--- src/rtl/app4d_pkg.sv ---
// Shared types, codes and constants of the APP4 auxiliary stream demultiplexer.
// Used by the parser, the result serialiser and the top level; no dependencies.
`timescale 1ns / 1ps
`default_nettype none

package app4d_pkg;

	// JPEG marker bytes.
	localparam logic [7:0] MARK_PREFIX = 8'hFF;
	localparam logic [7:0] MARK_APP4   = 8'hE4;
	localparam logic [7:0] MARK_SOS    = 8'hDA;

	// Four-character codes of the auxiliary formats, as read little-endian.
	localparam logic [31:0] FCC_H264 = 32'h34363248;
	localparam logic [31:0] FCC_YUY2 = 32'h32595559;
	localparam logic [31:0] FCC_NV12 = 32'h3231564E;

	// Bytes in the unit header, the unit size included.
	localparam logic [4:0] HDR_BYTES = 5'd26;
	// Byte offset of the unit size inside the header.
	localparam logic [4:0] SIZE_OFFSET = 5'd22;
	// The segment length counts its own two bytes.
	localparam logic [15:0] LEN_MIN = 16'd2;

	// Stream codes.
	localparam logic [1:0] STREAM_JPEG = 2'd0;
	localparam logic [1:0] STREAM_H264 = 2'd1;
	localparam logic [1:0] STREAM_YUY2 = 2'd2;
	localparam logic [1:0] STREAM_NV12 = 2'd3;

	typedef enum logic [1:0] {
		KIND_JPEG = 2'd0,
		KIND_AUX  = 2'd1,
		KIND_INFO = 2'd2,
		KIND_END  = 2'd3
	} kind_t;

	typedef enum logic [3:0] {
		ST_OK          = 4'd0,
		ST_LEN_TRUNC   = 4'd1,
		ST_SEG_PAST    = 4'd2,
		ST_HDR_SHORT   = 4'd3,
		ST_UNKNOWN_FMT = 4'd4,
		ST_OVERSIZE    = 4'd5,
		ST_INCOMPLETE  = 4'd6,
		ST_NO_SOS      = 4'd7,
		ST_BAD_LENGTH  = 4'd8
	} status_t;

	// One result without the header values.
	typedef struct packed {
		kind_t      kind;
		logic [1:0] stream;
		logic [7:0] data;
		logic       unit_last;
		status_t    status;
	} slot_t;

	// Header values of a new unit; at most one such result per request.
	typedef struct packed {
		logic [15:0] width;
		logic [15:0] height;
		logic [31:0] frame_period;
		logic [15:0] delay;
		logic [31:0] pts;
		logic        format_changed;
	} info_t;

	// All results caused by one input request.
	typedef struct packed {
		logic [1:0]      count;
		slot_t [2:0]     slots;
		info_t           info;
	} bundle_t;

	function automatic slot_t mk_slot(kind_t k, logic [1:0] s, logic [7:0] d, logic ul,
		status_t st);
		slot_t r;
		r.kind      = k;
		r.stream    = s;
		r.data      = d;
		r.unit_last = ul;
		r.status    = st;
		return r;
	endfunction

endpackage

`default_nettype wire

--- src/rtl/app4d_in_if.sv ---
// Input channel of the APP4 demultiplexer: one frame byte per request.
// No dependencies.
`timescale 1ns / 1ps
`default_nettype none

interface app4d_in_if;
	logic       valid;
	logic       ready;
	logic [7:0] data_byte;
	logic       frame_last;

	modport source (output valid, output data_byte, output frame_last, input ready);
	modport sink   (input valid, input data_byte, input frame_last, output ready);
endinterface

`default_nettype wire

--- src/rtl/app4d_out_if.sv ---
// Result channel of the APP4 demultiplexer: one result per request.
// No dependencies.
`timescale 1ns / 1ps
`default_nettype none

interface app4d_out_if;
	logic        valid;
	logic        ready;
	logic [1:0]  kind;
	logic [1:0]  stream;
	logic [7:0]  out_byte;
	logic        unit_last;
	logic [15:0] width;
	logic [15:0] height;
	logic [31:0] frame_period;
	logic [15:0] delay;
	logic [31:0] pts;
	logic        format_changed;
	logic [3:0]  status;
	logic        run_last;

	modport source (output valid, output kind, output stream, output out_byte,
		output unit_last, output width, output height, output frame_period,
		output delay, output pts, output format_changed, output status,
		output run_last, input ready);
	modport sink (input valid, input kind, input stream, input out_byte,
		input unit_last, input width, input height, input frame_period,
		input delay, input pts, input format_changed, input status,
		input run_last, output ready);
endinterface

`default_nettype wire

--- src/rtl/app4d_parser.sv ---
// Byte parser of the APP4 demultiplexer: marker search, segment and header
// decoding, and the results of each byte. Depends on app4d_pkg and app4d_in_if.
`timescale 1ns / 1ps
`default_nettype none

module app4d_parser
	import app4d_pkg::*;
(
	input  wire logic  clk,
	input  wire logic  arst_n,
	app4d_in_if.sink   frame,
	input  wire logic  bundle_ready,
	output logic       bundle_valid,
	output bundle_t    bundle
);

	typedef enum logic [2:0] {
		PH_SCAN,
		PH_LEN_HI,
		PH_LEN_LO,
		PH_HEADER,
		PH_PAYLOAD,
		PH_PASS,
		PH_DISCARD
	} phase_t;

	phase_t       phase_q, phase_d;
	logic         held_q, held_d;
	logic [15:0]  seg_q, seg_d;
	logic [4:0]   cnt_q, cnt_d;
	logic [31:0]  aux_q, aux_d;
	logic         open_q, open_d;
	logic [63:0]  shift_q, shift_d;
	logic [47:0]  tail_q, tail_d;
	logic [31:0]  type_q, type_d;
	logic [1:0]   route_q, route_d;
	logic         sos_q, sos_d;
	status_t      err_q, err_d;
	logic [2:0][31:0] known_q, known_d;

	logic         fail_d;
	status_t      code_d;
	logic [1:0]   n_d;
	bundle_t      bundle_d;
	logic         ul_d;
	status_t      end_st;

	logic         accept;
	logic [7:0]   b;
	logic         fl;
	logic [15:0]  len_w;
	logic [15:0]  body_w;
	logic [4:0]   koff;
	logic [1:0]   route_w;
	logic [1:0]   ridx;
	logic [31:0]  ks_w;

	assign b      = frame.data_byte;
	assign fl     = frame.frame_last;
	assign accept = frame.valid && bundle_ready;
	assign frame.ready = bundle_ready;

	// Segment length and body, taken when the low length byte arrives.
	assign len_w  = {seg_q[15:8], b};
	assign body_w = len_w - LEN_MIN;
	assign koff   = cnt_q - SIZE_OFFSET;
	assign ks_w   = shift_q[31:0];
	assign ridx   = route_w - 2'd1;

	// Stream selected by the format code of the header.
	always_comb begin
		if (type_q == FCC_H264) begin
			route_w = STREAM_H264;
		end else if (type_q == FCC_YUY2) begin
			route_w = STREAM_YUY2;
		end else if (type_q == FCC_NV12) begin
			route_w = STREAM_NV12;
		end else begin
			route_w = STREAM_JPEG;
		end
	end

	// Next state and the results of the byte on the input.
	always_comb begin
		phase_d  = phase_q;
		held_d   = held_q;
		seg_d    = seg_q;
		cnt_d    = cnt_q;
		aux_d    = aux_q;
		open_d   = open_q;
		shift_d  = shift_q;
		tail_d   = tail_q;
		type_d   = type_q;
		route_d  = route_q;
		sos_d    = sos_q;
		err_d    = err_q;
		known_d  = known_q;
		fail_d   = 1'b0;
		code_d   = ST_OK;
		n_d      = 2'd0;
		bundle_d = '0;
		ul_d     = 1'b0;
		end_st   = ST_OK;

		case (phase_q)
			PH_LEN_HI: begin
				seg_d   = {b, 8'h00};
				phase_d = PH_LEN_LO;
				if (fl) begin
					fail_d = 1'b1;
					code_d = ST_LEN_TRUNC;
				end
			end
			PH_LEN_LO: begin
				if (fl) begin
					fail_d = 1'b1;
					code_d = ST_LEN_TRUNC;
				end else if (len_w < LEN_MIN) begin
					fail_d = 1'b1;
					code_d = ST_BAD_LENGTH;
				end else if (!open_q) begin
					// A new unit: the segment must hold the whole header.
					if (body_w < {11'd0, HDR_BYTES}) begin
						fail_d = 1'b1;
						code_d = ST_HDR_SHORT;
					end else begin
						seg_d   = body_w;
						cnt_d   = 5'd0;
						shift_d = '0;
						tail_d  = '0;
						type_d  = '0;
						aux_d   = '0;
						phase_d = PH_HEADER;
					end
				end else begin
					// Continuation of an open unit.
					if ({16'd0, body_w} > aux_q) begin
						fail_d = 1'b1;
						code_d = ST_OVERSIZE;
					end else begin
						seg_d   = body_w;
						phase_d = (body_w != 16'd0) ? PH_PAYLOAD : PH_SCAN;
					end
				end
			end
			PH_HEADER: begin
				if (fl) begin
					fail_d = 1'b1;
					code_d = ST_SEG_PAST;
				end else begin
					seg_d = seg_q - 16'd1;
					cnt_d = cnt_q + 5'd1;
					// Store the header byte in its field.
					if (cnt_q >= 5'd4 && cnt_q < 5'd8) begin
						type_d[{cnt_q[1:0], 3'b000} +: 8] = b;
					end else if (cnt_q >= 5'd8 && cnt_q < 5'd16) begin
						shift_d[{cnt_q[2:0], 3'b000} +: 8] = b;
					end else if (cnt_q >= 5'd16 && cnt_q < 5'd22) begin
						tail_d[{cnt_q[2:0], 3'b000} +: 8] = b;
					end else if (cnt_q >= SIZE_OFFSET && cnt_q < HDR_BYTES) begin
						aux_d[{koff[1:0], 3'b000} +: 8] = b;
					end
					// Header complete: report it and open the unit if its size is non-zero.
					if (cnt_d == HDR_BYTES) begin
						if (aux_d != 32'd0 && route_w == STREAM_JPEG) begin
							fail_d = 1'b1;
							code_d = ST_UNKNOWN_FMT;
						end else begin
							if (aux_d != 32'd0) begin
								bundle_d.slots[n_d] = mk_slot(KIND_INFO, route_w, 8'h00,
									1'b0, ST_OK);
								n_d = n_d + 2'd1;
								bundle_d.info.width          = ks_w[15:0];
								bundle_d.info.height         = ks_w[31:16];
								bundle_d.info.frame_period   = shift_q[63:32];
								bundle_d.info.delay          = tail_q[15:0];
								bundle_d.info.pts            = tail_q[47:16];
								bundle_d.info.format_changed = (known_q[ridx] != ks_w);
								known_d[ridx] = ks_w;
								open_d  = 1'b1;
								route_d = route_w;
							end
							if ({16'd0, seg_d} > aux_d) begin
								fail_d = 1'b1;
								code_d = ST_OVERSIZE;
							end else begin
								phase_d = (seg_d != 16'd0) ? PH_PAYLOAD : PH_SCAN;
							end
						end
					end
				end
			end
			PH_PAYLOAD: begin
				if (fl) begin
					fail_d = 1'b1;
					code_d = ST_SEG_PAST;
				end else begin
					aux_d = aux_q - 32'd1;
					seg_d = seg_q - 16'd1;
					if (aux_d == 32'd0) begin
						ul_d   = 1'b1;
						open_d = 1'b0;
					end
					bundle_d.slots[n_d] = mk_slot(KIND_AUX, route_q, b, ul_d, ST_OK);
					n_d = n_d + 2'd1;
					if (seg_d == 16'd0) begin
						phase_d = PH_SCAN;
					end
				end
			end
			PH_PASS: begin
				bundle_d.slots[n_d] = mk_slot(KIND_JPEG, STREAM_JPEG, b, 1'b0, ST_OK);
				n_d = n_d + 2'd1;
			end
			PH_DISCARD: begin
				phase_d = PH_DISCARD;
			end
			default: begin
				// Marker search.
				phase_d = PH_SCAN;
				if (held_q) begin
					if (b == MARK_APP4) begin
						held_d  = 1'b0;
						phase_d = PH_LEN_HI;
						if (fl) begin
							fail_d = 1'b1;
							code_d = ST_LEN_TRUNC;
						end
					end else if (b == MARK_PREFIX) begin
						bundle_d.slots[n_d] = mk_slot(KIND_JPEG, STREAM_JPEG, MARK_PREFIX,
							1'b0, ST_OK);
						n_d = n_d + 2'd1;
					end else begin
						held_d = 1'b0;
						bundle_d.slots[n_d] = mk_slot(KIND_JPEG, STREAM_JPEG, MARK_PREFIX,
							1'b0, ST_OK);
						n_d = n_d + 2'd1;
						bundle_d.slots[n_d] = mk_slot(KIND_JPEG, STREAM_JPEG, b, 1'b0, ST_OK);
						n_d = n_d + 2'd1;
						if (b == MARK_SOS) begin
							sos_d   = 1'b1;
							phase_d = PH_PASS;
						end
					end
				end else if (b == MARK_PREFIX) begin
					held_d = 1'b1;
				end else begin
					bundle_d.slots[n_d] = mk_slot(KIND_JPEG, STREAM_JPEG, b, 1'b0, ST_OK);
					n_d = n_d + 2'd1;
				end
			end
		endcase

		// The first error of a frame is kept; the rest of the frame is dropped.
		if (fail_d) begin
			if (err_q == ST_OK) begin
				err_d = code_d;
			end
			phase_d = PH_DISCARD;
			held_d  = 1'b0;
		end

		// Frame end: flush a held prefix, report status, reset all but the known formats.
		if (fl) begin
			if (held_d) begin
				bundle_d.slots[n_d] = mk_slot(KIND_JPEG, STREAM_JPEG, MARK_PREFIX,
					1'b0, ST_OK);
				n_d = n_d + 2'd1;
			end
			if (err_d != ST_OK) begin
				end_st = err_d;
			end else if (open_d) begin
				end_st = ST_INCOMPLETE;
			end else if (!sos_d) begin
				end_st = ST_NO_SOS;
			end else begin
				end_st = ST_OK;
			end
			bundle_d.slots[n_d] = mk_slot(KIND_END, STREAM_JPEG, 8'h00, 1'b0, end_st);
			n_d = n_d + 2'd1;
			phase_d = PH_SCAN;
			held_d  = 1'b0;
			seg_d   = '0;
			cnt_d   = '0;
			aux_d   = '0;
			open_d  = 1'b0;
			shift_d = '0;
			tail_d  = '0;
			type_d  = '0;
			route_d = STREAM_JPEG;
			sos_d   = 1'b0;
			err_d   = ST_OK;
		end

		bundle_d.count = n_d;
	end

	assign bundle_valid = accept && (n_d != 2'd0);
	assign bundle       = bundle_d;

	// Parser state, advanced on each accepted request.
	always_ff @(posedge clk or negedge arst_n) begin
		if (!arst_n) begin
			phase_q <= PH_SCAN;
			held_q  <= 1'b0;
			seg_q   <= '0;
			cnt_q   <= '0;
			aux_q   <= '0;
			open_q  <= 1'b0;
			shift_q <= '0;
			tail_q  <= '0;
			type_q  <= '0;
			route_q <= STREAM_JPEG;
			sos_q   <= 1'b0;
			err_q   <= ST_OK;
			known_q <= '0;
		end else if (accept) begin
			phase_q <= phase_d;
			held_q  <= held_d;
			seg_q   <= seg_d;
			cnt_q   <= cnt_d;
			aux_q   <= aux_d;
			open_q  <= open_d;
			shift_q <= shift_d;
			tail_q  <= tail_d;
			type_q  <= type_d;
			route_q <= route_d;
			sos_q   <= sos_d;
			err_q   <= err_d;
			known_q <= known_d;
		end
	end

endmodule

`default_nettype wire

--- src/rtl/app4d_serialiser.sv ---
// Result register of the APP4 demultiplexer: holds the results of one input
// request and hands them out one per request. Depends on app4d_pkg, app4d_out_if.
`timescale 1ns / 1ps
`default_nettype none

module app4d_serialiser
	import app4d_pkg::*;
(
	input  wire logic     clk,
	input  wire logic     arst_n,
	input  wire logic     bundle_valid,
	input  wire bundle_t  bundle,
	output logic          bundle_ready,
	app4d_out_if.source   result
);

	bundle_t     bundle_q;
	logic        valid_q;
	logic [1:0]  idx_q;
	slot_t       cur;
	logic        is_last;
	logic        is_info;
	logic        take;

	assign cur     = bundle_q.slots[idx_q];
	assign is_last = (idx_q == (bundle_q.count - 2'd1));
	assign is_info = (cur.kind == KIND_INFO);
	assign take    = valid_q && result.ready;

	// A new set of results may enter once the last one held is being taken.
	assign bundle_ready = !valid_q || (take && is_last);

	// Result fields; header values only on a header result.
	assign result.valid          = valid_q;
	assign result.kind           = cur.kind;
	assign result.stream         = cur.stream;
	assign result.out_byte       = cur.data;
	assign result.unit_last      = cur.unit_last;
	assign result.status         = cur.status;
	assign result.run_last       = is_last;
	assign result.width          = is_info ? bundle_q.info.width : 16'd0;
	assign result.height         = is_info ? bundle_q.info.height : 16'd0;
	assign result.frame_period   = is_info ? bundle_q.info.frame_period : 32'd0;
	assign result.delay          = is_info ? bundle_q.info.delay : 16'd0;
	assign result.pts            = is_info ? bundle_q.info.pts : 32'd0;
	assign result.format_changed = is_info && bundle_q.info.format_changed;

	// Occupancy and position within the held results.
	always_ff @(posedge clk or negedge arst_n) begin
		if (!arst_n) begin
			valid_q <= 1'b0;
			idx_q   <= 2'd0;
		end else if (bundle_valid) begin
			valid_q <= 1'b1;
			idx_q   <= 2'd0;
		end else if (take) begin
			if (is_last) begin
				valid_q <= 1'b0;
				idx_q   <= 2'd0;
			end else begin
				idx_q <= idx_q + 2'd1;
			end
		end
	end

	// Result payload.
	always_ff @(posedge clk) begin
		if (bundle_valid) begin
			bundle_q <= bundle;
		end
	end

endmodule

`default_nettype wire

--- src/rtl/mjpeg_app4_aux_stream_demux_unit.sv ---
// Top level of the MJPEG APP4 auxiliary stream demultiplexer.
// Depends on app4d_pkg, app4d_in_if, app4d_out_if, app4d_parser, app4d_serialiser.
`timescale 1ns / 1ps
`default_nettype none

// Splits MJPEG frame bytes into JPEG bytes and the payload bytes of auxiliary
// H.264, YUY2 and NV12 units carried in APP4 segments, with one header result
// per new unit and one status result at the last byte of each frame. Each
// input byte is decoded in the cycle it is accepted and its results are
// registered; they leave one per cycle from that register while the result
// channel is ready, starting in the following cycle. A byte that gives at
// most one result therefore lets the block keep pace with one byte per cycle
// while results are taken. A byte that gives two or three results (an FF prefix
// released together with the next byte, or a frame end with its status) holds
// the result register; the next byte is taken in the cycle its last result leaves.
// No reset pass is needed; the block accepts bytes right after reset.
module mjpeg_app4_aux_stream_demux_unit
	import app4d_pkg::*;
(
	input  wire logic    clk,
	input  wire logic    arst_n,
	app4d_in_if.sink     frame,
	app4d_out_if.source  result
);

	logic     bundle_valid;
	logic     bundle_ready;
	bundle_t  bundle;

	// Marker and segment decoding.
	app4d_parser u_parser (
		.clk          (clk),
		.arst_n       (arst_n),
		.frame        (frame),
		.bundle_ready (bundle_ready),
		.bundle_valid (bundle_valid),
		.bundle       (bundle)
	);

	// Result register and output sequencing.
	app4d_serialiser u_serialiser (
		.clk          (clk),
		.arst_n       (arst_n),
		.bundle_valid (bundle_valid),
		.bundle       (bundle),
		.bundle_ready (bundle_ready),
		.result       (result)
	);

endmodule

`default_nettype wire
--- src/flat_wrapper.sv ---
// flat-port wrapper written by rule: the top's interface ports become plain ports
module mjpeg_app4_aux_stream_demux_unit_flat import app4d_pkg::*;
  (clk, arst_n, frame_valid, frame_data_byte, frame_frame_last, frame_ready, result_valid, result_kind, result_stream, result_out_byte, result_unit_last, result_width, result_height, result_frame_period, result_delay, result_pts, result_format_changed, result_status, result_run_last, result_ready);
  app4d_in_if frame_i ();
  app4d_out_if result_i ();
  input  wire logic clk;
  input  wire logic arst_n;
  input wire logic [$bits(frame_i.valid)-1:0] frame_valid;
  input wire logic [$bits(frame_i.data_byte)-1:0] frame_data_byte;
  input wire logic [$bits(frame_i.frame_last)-1:0] frame_frame_last;
  output wire logic [$bits(frame_i.ready)-1:0] frame_ready;
  output wire logic [$bits(result_i.valid)-1:0] result_valid;
  output wire logic [$bits(result_i.kind)-1:0] result_kind;
  output wire logic [$bits(result_i.stream)-1:0] result_stream;
  output wire logic [$bits(result_i.out_byte)-1:0] result_out_byte;
  output wire logic [$bits(result_i.unit_last)-1:0] result_unit_last;
  output wire logic [$bits(result_i.width)-1:0] result_width;
  output wire logic [$bits(result_i.height)-1:0] result_height;
  output wire logic [$bits(result_i.frame_period)-1:0] result_frame_period;
  output wire logic [$bits(result_i.delay)-1:0] result_delay;
  output wire logic [$bits(result_i.pts)-1:0] result_pts;
  output wire logic [$bits(result_i.format_changed)-1:0] result_format_changed;
  output wire logic [$bits(result_i.status)-1:0] result_status;
  output wire logic [$bits(result_i.run_last)-1:0] result_run_last;
  input wire logic [$bits(result_i.ready)-1:0] result_ready;
  assign frame_i.valid = frame_valid;
  assign frame_i.data_byte = frame_data_byte;
  assign frame_i.frame_last = frame_frame_last;
  assign frame_ready = frame_i.ready;
  assign result_valid = result_i.valid;
  assign result_kind = result_i.kind;
  assign result_stream = result_i.stream;
  assign result_out_byte = result_i.out_byte;
  assign result_unit_last = result_i.unit_last;
  assign result_width = result_i.width;
  assign result_height = result_i.height;
  assign result_frame_period = result_i.frame_period;
  assign result_delay = result_i.delay;
  assign result_pts = result_i.pts;
  assign result_format_changed = result_i.format_changed;
  assign result_status = result_i.status;
  assign result_run_last = result_i.run_last;
  assign result_i.ready = result_ready;
  mjpeg_app4_aux_stream_demux_unit u_core (.clk(clk), .arst_n(arst_n), .frame(frame_i), .result(result_i));
endmodule
--- config.mk ---
export PLATFORM = sky130hd
export DESIGN_NAME = mjpeg_app4_aux_stream_demux_unit_flat
export DESIGN_NICKNAME = d
export VERILOG_FILES = /design/src/rtl/app4d_pkg.sv /design/src/rtl/app4d_in_if.sv /design/src/rtl/app4d_out_if.sv /design/src/rtl/app4d_parser.sv /design/src/rtl/app4d_serialiser.sv /design/src/rtl/mjpeg_app4_aux_stream_demux_unit.sv /design/src/flat_wrapper.sv
export SDC_FILE = /design/constraint.sdc
export NUM_CORES = 1
export LEC_CHECK = 0
export BUFFER_PORTS_ARGS = -buffer_cell sky130_fd_sc_hd__buf_2
export CORE_MARGIN = 5
export CORE_UTILIZATION = 35
export CTS_BUF_LIST = sky130_fd_sc_hd__clkbuf_8
export DETAILED_ROUTE_END_ITERATION = 16
export GPL_TIMING_DRIVEN = 0
export SETUP_SLACK_MARGIN = 0.1
export SLEW_MARGIN = 15
export SYNTH_ARGS = -nofsm -noshare
export SYNTH_HDL_FRONTEND = slang
export SYNTH_HIERARCHICAL = 1
export SYNTH_SLANG_ARGS = --single-unit
--- constraint.sdc ---
create_clock -name clk -period 35.9 [get_ports clk]
set_input_delay 7.18 -clock clk [delete_from_list [all_inputs] [get_ports clk]]
set_output_delay 7.18 -clock clk [all_outputs]
set_load 0.02 [all_outputs]
# Word level (Yosys, flattened, before mapping)
# Index checks and enable logic that the tools add are counted.
dict set report totals {
  register_bits 474
  latchBits 0
  ram_bits 0
  rom_bits 0
  in_bits 13
  out_inout_bits 133
  elab_cells 344
  n_memories 0
}
dict set report classes {
  addsub 13
  n_mul 0
  div_mod_pow 0
  order_cmp 19
  n_eq_ne 35
  n_shift 8
  n_mux 174
  n_bitwise 8
  n_reduce_logical 48
}
# cell n
set ops {}
lappend ops {{$mux W130} 4}
lappend ops {{$mux W32} 16}
lappend ops {{$mux W64} 6}
lappend ops {{$mux W48} 7}
lappend ops {{$mux W16} 9}
lappend ops {{$pmux W64 S2} 1}
lappend ops {{$mux W17} 6}
lappend ops {{$mux W51} 2}
lappend ops {{$bwmux W96} 1}
lappend ops {{$eq A32 B30 Y1 const B} 3}
lappend ops {{$pmux W32 S3} 1}
lappend ops {{$pmux W48 S2} 1}
lappend ops {{$demux W17 S2} 2}
lappend ops {{$pmux W17 S4} 1}
lappend ops {{$bmux W32 S2} 1}
lappend ops {{$bwmux W32} 2}
lappend ops {{$bwmux W64} 1}
lappend ops {{$demux W32 S2} 1}
lappend ops {{$gt A16 B32 Y1} 2}
lappend ops {{$pmux W32 S2} 1}
lappend ops {{$shift A8 B7 Y32 const A} 2}
lappend ops {{$shift A8 B8 Y64 const A} 1}
lappend ops {{$shiftx A8 B7 Y32} 2}
lappend ops {{$shiftx A8 B8 Y64} 1}
lappend ops {{76 further kinds} 231}

# Depth between registers and ports, before layout
dict set report depth {
  word_depth 26
  ltp_mapped 23
  ltp_nobuf 21
}

# Modules after synthesis
# The synthesis kept the hierarchy.
# mod n_inst cells_per_inst area_each_um2 seq_area_each_um2
set modules_own_cells {}
lappend modules_own_cells {app4d_parser 1 2234 19332.3 7632.3}
lappend modules_own_cells {app4d_serialiser 1 381 6956.7 5059.9}

# Worst setup path after synthesis
# No wires, ideal clock.
dict set report synth_path {
  path_kind {input-to-reg}
  start {input frame_data_byte[2]}
  end {register u_core/u_serialiser/bundle_q[0] (netlist name) (enable)}
  setup_time_ns 0.797
  arrival_ns 19.601
  required_time_ns 35.103
  setup_slack_ns 15.502
  cell_stages 17
  n_path_buf 1
  path_cell_list {clkbuf_1 -> inv_1 -> ha_1 -> nand2_1 -> or2_2 -> nor4_1 -> xnor2_1 -> ha_1 -> nand4_1 -> a211o_1 -> a41oi_1 -> o21ai_0 -> o2111a_1 -> o21ai_1 -> a21oi_4 -> or3_1 -> a31oi_1}
}
dict set report synth_between {
  elab_chain_len 21
  word_cells_on_any_way 50
  classes_between {add/sub: 3; order compare: 4; eq/ne: 2; shift: 1; mux: 36; reduce/logical: 4}
}
# item line
set synth_rtl {}
lappend synth_rtl {{from (decl)} flat_wrapper.sv:9} ;# input wire logic [$bits(frame_i.data_byte)-1:0] frame_data_byte;
lappend synth_rtl {{$shiftx A8 B7 Y32} app4d_parser.sv:161} ;# aux_d[{koff[1:0], 3'b000} +: 8] = b;
lappend synth_rtl {{$bwmux W32} app4d_parser.sv:161}
lappend synth_rtl {{$mux W32} app4d_parser.sv:160} ;# end else if (cnt_q >= SIZE_OFFSET && cnt_q < HDR_BYTES) begin
lappend synth_rtl {{$mux W32} app4d_parser.sv:158} ;# end else if (cnt_q >= 5'd16 && cnt_q < 5'd22) begin
lappend synth_rtl {{$mux W32} app4d_parser.sv:156} ;# end else if (cnt_q >= 5'd8 && cnt_q < 5'd16) begin
lappend synth_rtl {{$mux W32} app4d_parser.sv:154} ;# if (cnt_q >= 5'd4 && cnt_q < 5'd8) begin
lappend synth_rtl {{$mux W32} app4d_parser.sv:147} ;# if (fl) begin
lappend synth_rtl {{$mux W32} app4d_parser.sv:105} ;# case (phase_q)
lappend synth_rtl {{[6 not listed]} n/a}
lappend synth_rtl {{$mux W1 / $add A2 B1 Y2 (equally long branches)} {app4d_parser.sv:255, app4d_parser.sv:268}}
lappend synth_rtl {{$mux W2} app4d_parser.sv:265} ;# if (held_d) begin
lappend synth_rtl {{$mux W2} app4d_parser.sv:264} ;# if (fl) begin
lappend synth_rtl {{$add A2 B1 Y2} app4d_parser.sv:280} ;# n_d = n_d + 2'd1;
lappend synth_rtl {{$mux W2 (*)} app4d_parser.sv:264}
lappend synth_rtl {{$reduce_bool A2 Y1 (*)} app4d_parser.sv:298} ;# assign bundle_valid = accept && (n_d != 2'd0);
lappend synth_rtl {{$logic_and A1 B1 Y1 (*)} app4d_parser.sv:298}
lappend synth_rtl {{via u_core.bundle_valid} mjpeg_app4_aux_stream_demux_unit.sv:26} ;# logic bundle_valid;
lappend synth_rtl {{to (signal assigned)} app4d_serialiser.sv:69} ;# bundle_q <= bundle;
lappend synth_rtl {{to (decl)} app4d_serialiser.sv:17} ;# bundle_t bundle_q;
# Mark *: on every way through the listed nets, which the timed path passes. The rest lies on a longest branch. The select of a mux whose other input is x is not followed.
# A chain may end at the register's enable or synchronous reset.

# Final worst setup path
dict set report layout_path {
  start {input result_ready}
  end {output frame_ready}
}
dict set report layout_between {
  elab_chain_len 3
}
# item line
set layout_rtl {}
lappend layout_rtl {{from (decl)} flat_wrapper.sv:25} ;# input wire logic [$bits(result_i.ready)-1:0] result_ready;
lappend layout_rtl {{$logic_and A1 B1 Y1} app4d_serialiser.sv:28} ;# assign take = valid_q && result.ready;
lappend layout_rtl {{$logic_and A1 B1 Y1} app4d_serialiser.sv:31} ;# assign bundle_ready = !valid_q || (take && is_last);
lappend layout_rtl {{$logic_or A1 B1 Y1} app4d_serialiser.sv:31}
lappend layout_rtl {{to (decl)} flat_wrapper.sv:11} ;# output wire logic [$bits(frame_i.ready)-1:0] frame_ready;
# Every way passes these cells.

==> impl_metrics.prom <==
# TYPE chip_impl_metric gauge
chip_impl_metric{name="vias",unit=""} 21600
chip_impl_metric{name="layout.filler_cells",unit=""} 7389
chip_impl_metric{name="numClockSinks",unit=""} 474
chip_impl_metric{name="vdd.ir_drop.worst",unit="V"} 0.0000405
chip_impl_metric{name="clock_skew_after_layout",unit="ns"} 0.0610
chip_impl_metric{name="place.gp.congestion",unit=""} 0.929
chip_impl_metric{name="initial_utilization",unit=""} 0.353
chip_impl_metric{name="setup_viol",unit=""} 0
chip_impl_metric{name="totalNegativeSetupSlack",unit="ns"} 0
chip_impl_metric{name="grt_use_total",unit=""} 0.201
chip_impl_metric{name="synth_cell_types",unit=""} 94
chip_impl_metric{name="max_slew_margin",unit=""} 0.162
chip_impl_info{name="timing.hold.worst.class",value="flip-flop to flip-flop"} 1
chip_impl_metric{name="grt_max_degree",unit=""} 103
chip_impl_metric{name="worst-slew-pin-transition",unit="ns"} 1.26
chip_impl_metric{name="crit_fanout",unit=""} 4
chip_impl_metric{name="design.core.area",unit="um2"} 74400
chip_impl_metric{name="cts_inserted_buffers",unit=""} 86
chip_impl_metric{name="std_cell_rows",unit=""} 100
chip_impl_metric{name="count_of_input_and_output_buffers",unit=""} 141
chip_impl_info{name="unrepaired_setup_endpoints_after_global_routing",value="false"} 1
chip_impl_metric{name="p_total",unit="mW"} 2.36
chip_impl_metric{name="postCtsSetupRepairBufs",unit=""} 0
chip_impl_metric{name="worstPathRequired",unit="ns"} 28.72
chip_impl_metric{name="fin_nets",unit=""} 2933
chip_impl_metric{name="cp_data_arrival_time",unit="ns"} 8.18
chip_impl_metric{name="final.min_clock_period",unit="ns"} 15.36
chip_impl_metric{name="wire_length_of_the_first_global_routing_pass",unit="um"} 128000
chip_impl_info{name="setup.worst_path.start_class",value="input port"} 1
chip_impl_info{name="ys_dominant_reg_cell",value="sky130_fd_sc_hd__dfrtp_1"} 1
chip_impl_metric{name="p_leak",unit="nW"} 12.3
chip_impl_metric{name="synth_seq_cells",unit=""} 474
chip_impl_metric{name="dpl.hpwl",unit="um"} 60200
chip_impl_info{name="timing.critical_path.to_type",value="output pin"} 1
chip_impl_metric{name="finalCritPeriodShare",unit=""} 0.428
chip_impl_metric{name="cts.hold.buffers_added",unit=""} 0
chip_impl_info{name="critPathKind",value="input port to output pin"} 1
chip_impl_metric{name="synth.avg_cell_area",unit="um2"} 10.1
chip_impl_metric{name="global_route.overflow_total",unit=""} 0
chip_impl_metric{name="power_density",unit="nW/um2"} 77.9
chip_impl_metric{name="syn-instance-count",unit=""} 2615
chip_impl_metric{name="design.die.area",unit="um2"} 80700
chip_impl_metric{name="synthesis.area",unit="um2"} 26300
chip_impl_metric{name="routed_wl",unit="um"} 84000
chip_impl_metric{name="max-cap-violations",unit=""} 0
chip_impl_metric{name="number_of_antenna_violations_at_the_first_check_in_global_routing",unit=""} 3
chip_impl_metric{name="synth_seq_area_share",unit=""} 0.483
chip_impl_metric{name="cts_max_path_buffers",unit=""} 3
chip_impl_metric{name="rrSetupSlack",unit="ns"} 27.85
chip_impl_metric{name="number_of_global_route_vias_before_repair",unit=""} 20900
chip_impl_metric{name="fmax",unit="GHz"} 0.0651
chip_impl_metric{name="clk_latency",unit="ns"} 0.71
chip_impl_info{name="synth_area_leaders",value="sky130_fd_sc_hd__dfrtp_1 (29%), sky130_fd_sc_hd__edfxtp_1 (19%), sky130_fd_sc_hd__nand2_1 (4.9%)"} 1
chip_impl_info{name="master_cell_of_the_clock_root_buffer",value="sky130_fd_sc_hd__clkbuf_8"} 1
chip_impl_metric{name="synth_top_area_share",unit=""} 0.293
chip_impl_metric{name="drtAntennaViolNets",unit=""} 0
chip_impl_metric{name="postCtsResizedCells",unit=""} 0
chip_impl_metric{name="synth-edff-count",unit=""} 166
chip_impl_info{name="tritoncts",value="done"} 1
chip_impl_metric{name="die_x_extent",unit="um"} 284
chip_impl_metric{name="yosysWarnings",unit=""} 6
chip_impl_metric{name="drc",unit=""} 0
chip_impl_metric{name="synth_async_sr_flop_share",unit=""} 0.650
chip_impl_metric{name="avgViaCountPerCell",unit=""} 5.53
chip_impl_metric{name="num_io_pins",unit=""} 146
chip_impl_info{name="synthDominantAreaCellType",value="sky130_fd_sc_hd__dfrtp_1"} 1
chip_impl_metric{name="area.growth.synth_to_final",unit="%"} 15.3
chip_impl_metric{name="die_height",unit="um"} 284
chip_impl_metric{name="drt-initial-drc-count",unit=""} 2351
chip_impl_metric{name="clkTransAtPathRegs",unit="ns"} 0.05
chip_impl_info{name="status",value="finished clean"} 1
chip_impl_metric{name="drive_above_1_share",unit=""} 0.178
chip_impl_metric{name="final_hold_viol_count",unit=""} 0
chip_impl_metric{name="post_drt_wl_per_cell",unit="um"} 21.5
chip_impl_metric{name="total_count_of_max_transition_violations_in_the_final_report",unit=""} 0
chip_impl_metric{name="count_of_h_tree_levels_built_during_cts",unit=""} 3
chip_impl_metric{name="drt-pass1-iter-count",unit=""} 9
Yosys cell counts, types with 20 or more instances:
| library cell | instances |
|---|---|
| sky130_fd_sc_hd__o31ai_1 | 25 |
| sky130_fd_sc_hd__nor3b_1 | 52 |
| sky130_fd_sc_hd__a32o_1 | 28 |
| sky130_fd_sc_hd__o22ai_1 | 34 |
| sky130_fd_sc_hd__o211ai_1 | 23 |
| sky130_fd_sc_hd__nor4_1 | 31 |
| sky130_fd_sc_hd__nor2_1 | 98 |
| sky130_fd_sc_hd__nand4_1 | 27 |
| sky130_fd_sc_hd__nor3_1 | 52 |
| sky130_fd_sc_hd__a31oi_1 | 26 |
| sky130_fd_sc_hd__o21ai_0 | 244 |
| sky130_fd_sc_hd__inv_1 | 87 |
| sky130_fd_sc_hd__xnor2_1 | 27 |
| sky130_fd_sc_hd__dfrtp_1 | 308 |
| sky130_fd_sc_hd__a21oi_1 | 86 |
| sky130_fd_sc_hd__mux2i_1 | 53 |
| sky130_fd_sc_hd__and2_1 | 120 |
| sky130_fd_sc_hd__nor3b_2 | 69 |
| sky130_fd_sc_hd__buf_1 | 23 |
| sky130_fd_sc_hd__nand3_1 | 48 |
| sky130_fd_sc_hd__mux2_2 | 89 |
| sky130_fd_sc_hd__ha_1 | 59 |
| sky130_fd_sc_hd__nand2_1 | 342 |
| sky130_fd_sc_hd__xor2_1 | 20 |
| sky130_fd_sc_hd__clkbuf_1 | 134 |
| sky130_fd_sc_hd__edfxtp_1 | 166 |
placed cells by master, fill, tap and decap left out, drive strengths merged, types with 90 or more instances in the layout:
master	Yosys	routed
mux2	90	90
o21ai	258	258
nor2	98	98
edfxtp	166	166
inv	89	119
buf	78	231
and2	120	120
clkbuf	134	237
nor3b	121	121
dfrtp	308	308
nand2	342	342
area by class of cell:
cell class	count	area, um2	share of cell area
well taps	969	1210	0.0400
clock inverters	53	277	0.00912
flip-flops and latches	474	12700	0.419
repair buffers	153	1020	0.0338
diodes	2	5.00	0.000165
inverters	89	334	0.0110
multi-input cells	1845	12300	0.407
plain buffers	212	1020	0.0337
clock buffers	103	1420	0.0468
worst max-delay path, cell delays in order:
cell                      delay, ns
sky130_fd_sc_hd__buf_2         0.11
sky130_fd_sc_hd__or3b_1        0.37
sky130_fd_sc_hd__nand3_1       0.21
sky130_fd_sc_hd__buf_4         0.15
sky130_fd_sc_hd__buf_2         0.15
path summary, 6_finish.rpt:
check | depth (start not counted) | start | end
worst max-delay path | 5 | result_ready | frame_ready
worst min-delay path | 2 | u_core/u_parser/tail_q[19]$_DFFE_PN0P_ | u_core/u_parser/tail_q[19]$_DFFE_PN0P_
worst max register to register | 21 | u_core/u_parser/cnt_q[0]$_DFFE_PN0P_ | u_core/u_serialiser/bundle_q[40]$_DFFE_PP_
worst min register to register | 2 | u_core/u_parser/tail_q[19]$_DFFE_PN0P_ | u_core/u_parser/tail_q[19]$_DFFE_PN0P_
max in group asynchronous | 3 | arst_n | u_core/u_parser/aux_q[16]$_DFFE_PN0P_
min in group asynchronous | 1 | arst_n | u_core/u_serialiser/result.valid$_DFFE_PN0P_
registers in the layout, summed over array words and instances (netlist names):
name,flops
u_core/u_serialiser/bundle_q,166
u_core/u_parser/known_q,96
u_core/u_parser/shift_q,64
u_core/u_parser/tail_q,48
u_core/u_parser/aux_q,32
u_core/u_parser/type_q,32
u_core/u_parser/seg_q,16
u_core/u_parser/cnt_q,5
u_core/u_parser/err_q,4
u_core/u_parser/phase_q,3
u_core/u_parser/route_q,2
u_core/u_serialiser/idx_q,2
u_core/u_parser/held_q,1
u_core/u_parser/open_q,1
u_core/u_parser/sos_q,1
u_core/u_serialiser/result.valid,1
per-layer routing:
layer / track usage / wire [um] / up-vias / share of wire
met4: 0.0601 / 2660 / 2 / 0.032
met5: 0 / 13 / - / 0.00015
li1: - / - / 10000 / -
met2: 0.322 / 38400 / 818 / 0.46
met1: 0.274 / 36900 / 10600 / 0.44
met3: 0.0451 / 6060 / 159 / 0.072
cells by family (layout without fill, tap and decap cells):
family | count (synthesis) | in the layout | share of synthesized area
multiplexers | 143 | 143 | 0.0589
XOR/XNOR | 48 | 48 | 0.0163
flip-flops | 474 | 474 | 0.483
adder cells (fa/ha/maj) | 59 | 59 | 0.0281
AND/OR/NAND/NOR | 954 | 954 | 0.206
other | 1 | 8 | 0.000143
buffers and inverters | 301 | 610 | 0.0516
AO/OA/AOI/OAI | 635 | 635 | 0.157
metrics by stage:
stage / std cells / setup slack, ns / cell area [um2] / utilization / hold WS [ns]
after CTS: 3898 / 20.51 / 30300 / 0.407 / 0.474
after global placement: 3730 / 9.79 / 28200 / 0.379 / 0.453
after detailed placement: 3742 / 20.52 / 28600 / 0.384 / 0.462
after floorplan: 2620 / 15.50 / 26300 / - / 0.440
final: 3900 / 20.54 / 30300 / 0.407 / 0.467
after global routing: 3900 / 20.50 / 30300 / 0.407 / 0.493
power breakdown:
group          total [mW]  switching (mW)  internal, mW
Clock               0.500           0.238         0.263
Sequential          0.707          0.0521         0.655
Combinational        1.15           0.771         0.382
No activity file was read; power rests on OpenSTA's default activity.
